[src/hdl/hfen_pkg.sv]
package hfen_pkg;

  // Event kinds on the input stream
  typedef enum logic [2:0] {
    KIND_START  = 3'd0,
    KIND_REQ    = 3'd1,
    KIND_TOKEN  = 3'd2,
    KIND_HUNGRY = 3'd3,
    KIND_DONE   = 3'd4
  } kind_e;

  // Node phase
  typedef enum logic [1:0] {
    PH_THINK  = 2'd0,
    PH_HUNGRY = 2'd1,
    PH_EAT    = 2'd2
  } phase_e;

  // Result actions
  typedef enum logic [1:0] {
    ACT_REQ   = 2'd0,
    ACT_TOKEN = 2'd1,
    ACT_EAT   = 2'd2
  } act_e;

  localparam int unsigned MaxResults  = 4;
  localparam int unsigned ResIdxW     = 2;
  localparam int unsigned ResCntW     = 3;
  localparam int unsigned TdataW      = 8;
  localparam int unsigned QueueDepthDef = 2;

  // Register indexes on the config channel
  localparam logic CFG_HOLD_LEFT  = 1'b0;
  localparam logic CFG_HOLD_RIGHT = 1'b1;

  typedef struct packed {
    act_e action;
    logic side;
  } res_t;

  // All results caused by one event
  typedef struct packed {
    logic [ResCntW-1:0]  cnt;
    res_t [MaxResults-1:0] res;
  } pkt_t;

  // Append one result, dropping anything past the fourth
  function automatic pkt_t pkt_push(pkt_t p, act_e a, logic s);
    pkt_t r;
    r = p;
    if (p.cnt < ResCntW'(MaxResults)) begin
      r.res[p.cnt[ResIdxW-1:0]] = '{action: a, side: s};
      r.cnt = p.cnt + ResCntW'(1);
    end
    return r;
  endfunction

endpackage

[src/hdl/hfen_front.sv]
module hfen_front (
  input  logic              clk_i,
  input  logic              rst_ni,
  input  logic              in_valid_i,
  output logic              in_ready_o,
  input  logic [2:0]        in_kind_i,
  input  logic              in_side_i,
  input  logic              cfg_valid_i,
  input  logic              cfg_index_i,
  input  logic              cfg_data_i,
  output logic              push_o,
  output hfen_pkg::pkt_t    push_pkt_o,
  input  logic              full_i
);
  import hfen_pkg::*;

  typedef struct packed {
    phase_e     phase;
    logic [1:0] hold;
    logic [1:0] clean;
    logic [1:0] sent;
    logic [1:0] pend;
  } node_t;

  typedef struct packed {
    node_t n;
    pkt_t  p;
  } work_t;

  function automatic work_t req_missing(work_t w);
    work_t r;
    r = w;
    for (int i = 0; i < 2; i++) begin
      if (!r.n.hold[i] && !r.n.sent[i]) begin
        r.n.sent[i] = 1'b1;
        r.p = pkt_push(r.p, ACT_REQ, 1'(i));
      end
    end
    return r;
  endfunction

  function automatic work_t hungry_eval(work_t w);
    work_t r;
    logic  gave;
    r = w;
    gave = 1'b0;
    if (r.n.hold[0] && r.n.hold[1]) begin
      r.n.phase = PH_EAT;
      r.p = pkt_push(r.p, ACT_EAT, 1'b0);
    end else begin
      r = req_missing(r);
      for (int i = 0; i < 2; i++) begin
        if (r.n.pend[i] && r.n.hold[i] && !r.n.clean[i]) begin
          r.n.pend[i] = 1'b0;
          r.n.hold[i] = 1'b0;
          r.p = pkt_push(r.p, ACT_TOKEN, 1'(i));
          gave = 1'b1;
        end
      end
      if (gave) begin
        r = req_missing(r);
      end
    end
    return r;
  endfunction

  node_t node_q, node_d;
  logic  hold_l_q, hold_r_q;
  work_t w;
  logic  acc;

  assign in_ready_o = !full_i;
  assign acc = in_valid_i && in_ready_o;

  // Start-up token holdings, to be written only while idle; the block itself does not enforce this
  always_ff @(posedge clk_i or negedge rst_ni) begin
    if (!rst_ni) begin
      hold_l_q <= 1'b0;
      hold_r_q <= 1'b1;
    end else if (cfg_valid_i) begin
      if (cfg_index_i == CFG_HOLD_LEFT) begin
        hold_l_q <= cfg_data_i;
      end else begin
        hold_r_q <= cfg_data_i;
      end
    end
  end

  // Classify the event, update bookkeeping, collect results
  always_comb begin
    w = '{n: node_q, p: '0};
    case (kind_e'(in_kind_i))
      KIND_START: begin
        w.n = '{phase: PH_THINK, hold: {hold_r_q, hold_l_q},
                clean: 2'b00, sent: 2'b00, pend: 2'b00};
      end
      KIND_REQ: begin
        if (w.n.phase == PH_EAT) begin
          w.n.pend[in_side_i] = 1'b1;
        end else begin
          if (w.n.hold[in_side_i] && !w.n.clean[in_side_i]) begin
            w.n.hold[in_side_i] = 1'b0;
            w.p = pkt_push(w.p, ACT_TOKEN, in_side_i);
          end else begin
            w.n.pend[in_side_i] = 1'b1;
          end
          if (w.n.phase == PH_HUNGRY) begin
            w = hungry_eval(w);
          end
        end
      end
      KIND_TOKEN: begin
        w.n.hold[in_side_i]  = 1'b1;
        w.n.clean[in_side_i] = 1'b1;
        w.n.sent[in_side_i]  = 1'b0;
        if (w.n.phase == PH_HUNGRY) begin
          w = hungry_eval(w);
        end
      end
      KIND_HUNGRY: begin
        if (w.n.phase == PH_THINK) begin
          w.n.phase = PH_HUNGRY;
          w = hungry_eval(w);
        end
      end
      KIND_DONE: begin
        if (w.n.phase == PH_EAT) begin
          w.n.clean = 2'b00;
          for (int i = 0; i < 2; i++) begin
            if (w.n.pend[i]) begin
              w.n.pend[i] = 1'b0;
              w.n.hold[i] = 1'b0;
              w.p = pkt_push(w.p, ACT_TOKEN, 1'(i));
            end
          end
          w.n.phase = PH_THINK;
        end
      end
      default: ;
    endcase
  end

  assign node_d     = acc ? w.n : node_q;
  assign push_o     = acc && (w.p.cnt != '0);
  assign push_pkt_o = w.p;

  always_ff @(posedge clk_i or negedge rst_ni) begin
    if (!rst_ni) begin
      node_q <= '{phase: PH_THINK, hold: 2'b00, clean: 2'b00, sent: 2'b00, pend: 2'b00};
    end else begin
      node_q <= node_d;
    end
  end

endmodule

[src/hdl/hfen_queue.sv]
module hfen_queue #(
  parameter int unsigned Depth = hfen_pkg::QueueDepthDef
) (
  input  logic           clk_i,
  input  logic           rst_ni,
  input  logic           push_i,
  input  hfen_pkg::pkt_t push_pkt_i,
  output logic           full_o,
  input  logic           pop_i,
  output logic           avail_o,
  output hfen_pkg::pkt_t pop_pkt_o
);
  import hfen_pkg::*;

  localparam int unsigned PtrW = (Depth > 1) ? $clog2(Depth) : 1;
  localparam int unsigned CntW = $clog2(Depth + 1);

  pkt_t            mem_q [Depth];
  logic [PtrW-1:0] wptr_q, wptr_d, rptr_q, rptr_d;
  logic [CntW-1:0] cnt_q, cnt_d;
  logic            do_push, do_pop;

  assign full_o    = (cnt_q == CntW'(Depth));
  assign avail_o   = (cnt_q != '0);
  assign pop_pkt_o = mem_q[rptr_q];
  assign do_push   = push_i && !full_o;
  assign do_pop    = pop_i && avail_o;

  // Pointer and fill bookkeeping
  always_comb begin
    wptr_d = wptr_q;
    rptr_d = rptr_q;
    cnt_d  = cnt_q;
    if (do_push) begin
      wptr_d = (wptr_q == PtrW'(Depth - 1)) ? '0 : wptr_q + PtrW'(1);
    end
    if (do_pop) begin
      rptr_d = (rptr_q == PtrW'(Depth - 1)) ? '0 : rptr_q + PtrW'(1);
    end
    if (do_push && !do_pop) begin
      cnt_d = cnt_q + CntW'(1);
    end else if (do_pop && !do_push) begin
      cnt_d = cnt_q - CntW'(1);
    end
  end

  always_ff @(posedge clk_i or negedge rst_ni) begin
    if (!rst_ni) begin
      wptr_q <= '0;
      rptr_q <= '0;
      cnt_q  <= '0;
    end else begin
      wptr_q <= wptr_d;
      rptr_q <= rptr_d;
      cnt_q  <= cnt_d;
    end
  end

  // Packet storage
  always_ff @(posedge clk_i) begin
    if (do_push) begin
      mem_q[wptr_q] <= push_pkt_i;
    end
  end

endmodule

[src/hdl/hfen_back.sv]
module hfen_back (
  input  logic           clk_i,
  input  logic           rst_ni,
  input  logic           avail_i,
  input  hfen_pkg::pkt_t pkt_i,
  output logic           pop_o,
  output logic           out_valid_o,
  input  logic           out_ready_i,
  output hfen_pkg::res_t out_res_o,
  output logic           out_last_o
);
  import hfen_pkg::*;

  pkt_t               cur_q, cur_d;
  logic [ResIdxW-1:0] idx_q, idx_d;
  logic               busy_q, busy_d;
  logic               beat;

  assign out_valid_o = busy_q;
  assign out_res_o   = cur_q.res[idx_q];
  assign out_last_o  = ({1'b0, idx_q} == cur_q.cnt - ResCntW'(1));
  assign beat        = busy_q && out_ready_i;

  // Load the next packet when empty or as the last beat leaves
  assign pop_o = avail_i && (!busy_q || (beat && out_last_o));

  always_comb begin
    cur_d  = cur_q;
    idx_d  = idx_q;
    busy_d = busy_q;
    if (pop_o) begin
      cur_d  = pkt_i;
      idx_d  = '0;
      busy_d = 1'b1;
    end else if (beat) begin
      if (out_last_o) begin
        busy_d = 1'b0;
      end else begin
        idx_d = idx_q + ResIdxW'(1);
      end
    end
  end

  always_ff @(posedge clk_i or negedge rst_ni) begin
    if (!rst_ni) begin
      idx_q  <= '0;
      busy_q <= 1'b0;
    end else begin
      idx_q  <= idx_d;
      busy_q <= busy_d;
    end
  end

  always_ff @(posedge clk_i) begin
    cur_q <= cur_d;
  end

endmodule

[src/hdl/hygienic_fork_exchange_node_top.sv]
// An accepted event beat is classified combinationally and its result packet is pushed
// into the packet queue; the back end then loads the packet into its output registers.
// Throughput: one event beat per cycle while the packet queue has room; results
// leave at one beat per cycle while m_axis_tready_i is high and packets are queued.
// The output beat rate of the back end sets the sustained rate.
// Reset (rst_ni low, asynchronous): phase thinking, all token bits cleared, queue
// and output empty, holds_left_at_start = 0, holds_right_at_start = 1.
module hygienic_fork_exchange_node_top #(
  parameter int unsigned QueueDepth = hfen_pkg::QueueDepthDef
) (
  input  logic                        clk_i,
  input  logic                        rst_ni,
  input  logic                        s_axis_tvalid_i,
  output logic                        s_axis_tready_o,
  input  logic [hfen_pkg::TdataW-1:0] s_axis_tdata_i,  // [2:0] kind, [3] side
  output logic                        m_axis_tvalid_o,
  input  logic                        m_axis_tready_i,
  output logic [hfen_pkg::TdataW-1:0] m_axis_tdata_o,  // [1:0] action, [2] out_side
  output logic                        m_axis_tlast_o,
  input  logic                        cfg_valid_i,
  output logic                        cfg_ready_o,
  input  logic                        cfg_index_i,
  input  logic                        cfg_data_i
);
  import hfen_pkg::*;

  logic push, full, pop, avail;
  pkt_t push_pkt, pop_pkt;
  res_t res;

  assign cfg_ready_o = 1'b1;

  hfen_front u_front (
    .clk_i       (clk_i),
    .rst_ni      (rst_ni),
    .in_valid_i  (s_axis_tvalid_i),
    .in_ready_o  (s_axis_tready_o),
    .in_kind_i   (s_axis_tdata_i[2:0]),
    .in_side_i   (s_axis_tdata_i[3]),
    .cfg_valid_i (cfg_valid_i),
    .cfg_index_i (cfg_index_i),
    .cfg_data_i  (cfg_data_i),
    .push_o      (push),
    .push_pkt_o  (push_pkt),
    .full_i      (full)
  );

  hfen_queue #(
    .Depth (QueueDepth)
  ) u_queue (
    .clk_i      (clk_i),
    .rst_ni     (rst_ni),
    .push_i     (push),
    .push_pkt_i (push_pkt),
    .full_o     (full),
    .pop_i      (pop),
    .avail_o    (avail),
    .pop_pkt_o  (pop_pkt)
  );

  hfen_back u_back (
    .clk_i       (clk_i),
    .rst_ni      (rst_ni),
    .avail_i     (avail),
    .pkt_i       (pop_pkt),
    .pop_o       (pop),
    .out_valid_o (m_axis_tvalid_o),
    .out_ready_i (m_axis_tready_i),
    .out_res_o   (res),
    .out_last_o  (m_axis_tlast_o)
  );

  assign m_axis_tdata_o = {(TdataW - 3)'(0), res.side, res.action};

endmodule

[config.mk]
export PLATFORM = sky130hd
export DESIGN_NAME = hygienic_fork_exchange_node_top
export DESIGN_NICKNAME = d
export VERILOG_FILES = /design/src/hdl/hfen_pkg.sv /design/src/hdl/hfen_front.sv /design/src/hdl/hfen_queue.sv /design/src/hdl/hfen_back.sv /design/src/hdl/hygienic_fork_exchange_node_top.sv
export SDC_FILE = /design/constraint.sdc
export NUM_CORES = 1
export LEC_CHECK = 0
export ABC_AREA = 1
export BUFFER_PORTS_ARGS = -buffer_cell sky130_fd_sc_hd__buf_2
export CORE_UTILIZATION = 68
export DETAILED_ROUTE_END_ITERATION = 12
export PLACE_DENSITY = 0.88
export SLEW_MARGIN = 20
export SYNTH_ARGS = -nofsm -noshare
export SYNTH_HDL_FRONTEND = slang
export SYNTH_HIERARCHICAL = 1
export SYNTH_SLANG_ARGS = --single-unit
[constraint.sdc]
create_clock -name clk_i -period 10.9 [get_ports clk_i]
set_input_delay 1.09 -clock clk_i [delete_from_list [all_inputs] [get_ports clk_i]]
set_output_delay 1.09 -clock clk_i [all_outputs]
set_load 0.01 [all_outputs]
# [Word level (Yosys, flattened, before mapping)]
# Memory sizes are Yosys's and may differ from the RTL's. A register that Yosys moved wholly into a read port is not among the register bits.
# Cells that the tools add are included.
[totals] regBits=19 mem_bits_rw=30 inputBits=15 out_inout_bits=12 wordCells=537 n_memories=1
[op_classes] n_addsub=23 magnitude_cmp=54 eq_ne=21 muxes=259 n_bitwise=59 reduce_logical=107
[memory_table] name="u_queue.mem_q" depth=2 width=15 rd=1 rd_ports_with_merged_regs=1 wr=1 line_no="hfen_queue.sv:18" text="pkt_t mem_q [Depth];"
[op_table] cell="$mux 15" count=81
[op_table] cell="$mux 16" count=15
[op_table] cell="$demux 3 s2" count=17
[op_table] cell="$mux 1" count=91
[op_table] cell="$and 8x8->8" count=10
[op_table] cell="$not 8->8" count=10
[op_table] cell="$mux 25" count=3
[op_table] cell="$pmux 15 s4" count=1
[op_table] cell="$mux 19" count=3
[op_table] cell="$logic_and 1x1->1" count=55
[op_table] cell="$lt 2x3->1 const B" count=18
[op_table] cell="$mux 3" count=18
[op_table] cell="$mux 13" count=4
[op_table] cell="$add 3x1->3 const B" count=17
[op_table] cell="$lt 3x3->1 const B" count=17
[op_table] cell="$and 12x12->12" count=4
[op_table] cell="$not 12->12" count=4
[op_table] cell="$or 4x4->4" count=10
[op_table] cell="$ge 2x1->1 const B" count=17
[op_table] cell="$mux 8" count=4
[op_table] cell="$or 8x8->8" count=4
[op_table] cell="$logic_not 1->1" count=31
[op_table] cell="$mux 2" count=15
[op_table] cell="$pmux 6 s5" count=1
[op_table] cell="37 further kinds" count=73

# [Logic depth before layout (Yosys ltp)]
[logic_depth] word_depth=88 mapped_depth=43 mapped_depth_nobuf=42

# [Modules after synthesis]
# Netlist, hierarchy kept.
[by_module_without_submodules] mod="hfen_front" instances=1 cells_per_inst=510 area_each_um2=3469.6 seq_area_each_um2=301.5
[by_module_without_submodules] mod="hfen_queue" instances=1 cells_per_inst=110 area_each_um2=1341.3 seq_area_each_um2=1001.0
[by_module_without_submodules] mod="hfen_back" instances=1 cells_per_inst=71 area_each_um2=833.3 seq_area_each_um2=525.5
[by_module_without_submodules] mod="hygienic_fork_exchange_node_top" instances=1 cells_per_inst=8 area_each_um2=52.6 seq_area_each_um2=0.0

# [Worst setup path after synthesis]
# Ideal clock, no wire load.
[synth_timing] path_kind="input port to flip-flop" from="input s_axis_tdata_i[3] in the netlist's numbering" to="memory u_queue/mem_q[1][0] in the netlist's numbering (enable)" setup_time_ns=0.386 arrival_ns=5.373 t_required_ns=10.514 slack_ns=5.140 cell_stages=36 path_buffers=1 path_cell_list="buf_6 -> inv_8 -> nand3_2 -> nand2_1 -> nand2_1 -> inv_1 -> ha_1 -> inv_1 -> nand2_2 -> nand2_4 -> inv_1 -> ha_1 -> nand3b_2 -> nand2_1 -> inv_1 -> ha_1 -> nand2_1 -> nand2_2 -> ha_1 -> inv_1 -> nand2_2 -> nand2_1 -> inv_1 -> ha_1 -> nand2_1 -> nand2_1 -> inv_2 -> nand2_1 -> nand2_2 -> nand2_2 -> nor2_2 -> nand3_1 -> nand2_1 -> inv_1 -> o21ai_1 -> nor2_1"
[synth_rtl] item="from (decl)" line_no="hygienic_fork_exchange_node_top.sv:15" text="input logic [hfen_pkg::TdataW-1:0] s_axis_tdata_i,"
[synth_rtl] item="to (decl)" line_no="hfen_queue.sv:18"

==> summary.txt <==
STA
  • Setup TNS: 0 ns
  • Period utilisation layout: 0.559
  • Worst slew pin tran: 0.776 ns
  • Clock skew: 0.0120 ns
  • Max Fclk: between 0.15 and 0.2 GHz
  • Minimum clock period: just over 6 ns
  • Final slew viol count: 0
  • Final setup vio count: 0
  • Slew HR: 0.482
  • Unrepaired setup endpoints after global routing: no
  • Fin. Hold Viols: 0

Placement
  • DP Wirelength: between 9000 and 10000 um
  • IO buf count: 16
  • GP Congestion: approximately 1
  • Dpl cells: between 700 and 800

Setup path
  • Reg-to-Reg End: u_queue/mem_q[1][7]$_DFFE_PP_
  • Critical path peak fanout: 15
  • Crit path required time: about 11 ns
  • Worst path slowest cell: nor2_2
  • CP Launch Type: primary input
  • Crit path arrival time: just over 6 ns
  • Critical Path End Type: flop
  • CP max stage delay: around 0.61 ns
  • R2R Setup Slk: 5.18 ns
  • Top delay family on crit path: simple AND/OR/NAND/NOR gates
  • Worst r2r path cells: 30
  • CP endpoint: u_queue/mem_q[1][7]$_DFFE_PP_
  • CP Class: primary input to flop
  • Worst flop-to-flop path startpoint: u_front/node_q[6]$_DFFE_PN0P_
  • Critical Path Most Common Cell: inv_1
  • Origin of the worst setup path: s_axis_tdata_i[3]
  • CP Depth: 32
  • Buf/Inv on CP: 9

GRT
  • Vias in the first global route: between 4k and 5k
  • Total grt overflow: 0
  • Total track usage: 0.300
  • Initial antenna violation count: 0
  • First-pass GRT wire length: ~20000 um
  • Largest net degree at the start of global routing: 20

Clock tree
  • Clock sink count: 64
  • Clock root buffer: clkbuf_8
  • Maximum clock path buffer count: 2
  • CTS Buf Count: 9
  • TritonCTS clock tree: yes
  • Worst-path clk slew: around 0.070 ns
  • Setup Buffers After CTS: 0
  • CTS Hold Bufs: 0
  • H-tree Lvls: 3
  • Resize count post-CTS: 0
  • Worst-Skew Late Latency: around 0.33 ns

Power
  • Power Total: around 1500 uW
  • Net Sw Frac: 0.496
  • Cell area power density: 255 nW/um^2
  • Switching pwr: roughly 750 uW
  • VDD IR max: between 0.00015 and 0.0002 V
  • Comb power frac: 0.602
  • Clock Power Share: 0.147
  • Pint: about 760 uW
  • Leak pwr: around 0.0028 uW
  • Sequential cell fraction of total power: 0.252

Synthesis
  • Ys flop type: edfxtp_1
  • EDFF count, synth: 45
  • Most common cell in the netlist: nand2_1
  • Syn Area/Cell: 8.15 sq um
  • Largest area contributor in the netlist: edfxtp_1
  • Post-synth cell types: 58
  • Register area share after synthesis: 0.321
  • Top post-synthesis cells by area: edfxtp_1 (24%), ha_1 (12%), nand2_1 (10%)
  • Cell count after synthesis: 699
  • Yosys reg bits: between 60 and 70
  • YS warnings: 6
  • Top-area cell type share of the netlist area: 0.237
  • Cell Area, Synth: about 5700 sq um
  • Synth top cells by count: nand2_1 (156), inv_1 (99), ha_1 (53)
  • Synth async-reset ratio: 0.297

Cells and area
  • Fin nets: between 700 and 800
  • Fin util: 0.724
  • Area Overhead vs Synth: 3.89%
  • Fin cells: just over 800
  • Share of layout cells above drive strength 1: 0.194
  • Ant. Diodes: 0
  • Layout fillers: just over 600

Detailed routing
  • Post-DRT Antenna Nets: 0
  • Detailed Route WL: between 10000 and 15000 um
  • Vias per cell: 5.58
  • Residual DRC: 0
  • Via count: about 4.5k
  • Iteration-0 DRC Markers: 343
  • Average wire per standard cell: ~15 um
  • Initial DRT Pass Iterations: 5

Floorplanning
  • # rows: 33
  • Initial core utilization: 0.697
  • Core Box Area: 8180 sq um
  • Io pins: 27
  • DIE WIDTH: 93.5 um
  • Full die area: approximately 8700 sq um
  • Die height: a little over 90 um

Status
  • Status: finished, final reports clean

Run
  • Max Cap Violations: 0

Min path
  • Min-delay src: u_queue/wptr_q$_DFFE_PN0P_
  • Min-delay worst type: flop to flop
## layer usage
| layer | up-vias | global-route usage | wire length [um] |
|---|---|---|---|
| met1 | 2111 | 0.351 | 5100 |
| met5 | - | 0 | 0 |
| li1 | 2232 | - | - |
| met4 | 0 | 0.129 | 346 |
| met3 | 32 | 0.0455 | 612 |
| met2 | 160 | 0.544 | 6440 |
## tightest hold or removal path, stage by stage, from the launching register on
cell and delay [ns]:
dfrtp_1 0.36, nand2_1 0.06, nand2_1 0.06
## area by class of cell
| cell class | count | area, sq um | area share |
|---|---|---|---|
| repair buffers | 17 | 87.6 | 0.0148 |
| clock buffers | 14 | 184 | 0.0311 |
| well taps | 105 | 131 | 0.0222 |
| clock inverters | 2 | 35.0 | 0.00592 |
| inverters | 121 | 483 | 0.0816 |
| flip-flops and latches | 64 | 1830 | 0.309 |
| multi-input cells | 490 | 3170 | 0.536 |
## cells in the final DEF (no fill, tap or decap), types with 3 or more instances in the layout
master and n:
a21oi_1 23, a22oi_1 3, a31oi_1 5, buf_2 16, clkbuf_8 11, conb_1 9
dfrtp_1 18, edfxtp_1 45, ha_1 53, inv_1 99, inv_2 14, inv_4 5
nand2_1 156, nand2_2 28, nand2_4 9, nand3_1 23, nand3_2 8, nand3_4 7
nand3b_1 3, nand4_1 8, nor2_1 45, nor2_2 10, nor2_4 7, nor2_8 3
nor3_1 6, o21ai_0 32, o21ai_1 9, o21ai_2 4, o22ai_1 6
## power by group through the flow
stage	logic (uW)	registers [uW]	clock network [uW]
6_report	907	380	221
5_1_grt	1020	385	233
4_1_cts	902	378	224
3_5_place_dp	892	382	0
3_3_place_gp	838	380	0
2_1_floorplan	749	346	0
## metrics by stage
| stage | setup WS, ns | area [sq um] | hold WS (ns) |
|---|---|---|---|
| after global placement | 4.33 | 5700 | 0.455 |
| final | 4.80 | 5920 | 0.505 |
| after CTS | 4.83 | 5920 | 0.507 |
| after detailed placement | 4.49 | 5700 | 0.474 |
| after floorplan | 5.14 | 5720 | 0.442 |
| after global routing | 4.38 | 5920 | 0.532 |
## state kept, by name, indices dropped and copies added (netlist names)
register and cells:
u_back/cur_q 15, u_back/idx_q 2, u_back/out_valid_o 1, u_front/hold_l_q 1
u_front/hold_r_q 1, u_front/node_q 10, u_queue/cnt_q 2, u_queue/mem_q 30
u_queue/rptr_q 1, u_queue/wptr_q 1
## cell families (layout without fill, tap and decap cells)
group	after synthesis	count (layout)	synth area share
AOI/OAI and AO/OA	99	99	0.105
adders and majority gates	55	55	0.123
muxes	1	1	0.00176
DFF	64	64	0.321
buffers and inverters	151	154	0.127
and+or+nand+nor	318	318	0.298
xor gates and xnor gates	8	8	0.0215
other	3	9	0.00198
## how the worst min path moves through the flow
stage	endpoint	slack, ns	cells after the start
global route	u_queue/wptr_q$_DFFE_PN0P_	0.53	2
floorplan	u_queue/cnt_q[1]$_DFFE_PN0P_	0.44	2
CTS	u_queue/cnt_q[1]$_DFFE_PN0P_	0.51	2
global placement	u_queue/cnt_q[1]$_DFFE_PN0P_	0.46	2
detailed placement	u_queue/cnt_q[1]$_DFFE_PN0P_	0.47	2
finish	u_queue/wptr_q$_DFFE_PN0P_	0.51	2
Note: power is estimated with default switching activity, not from simulation.
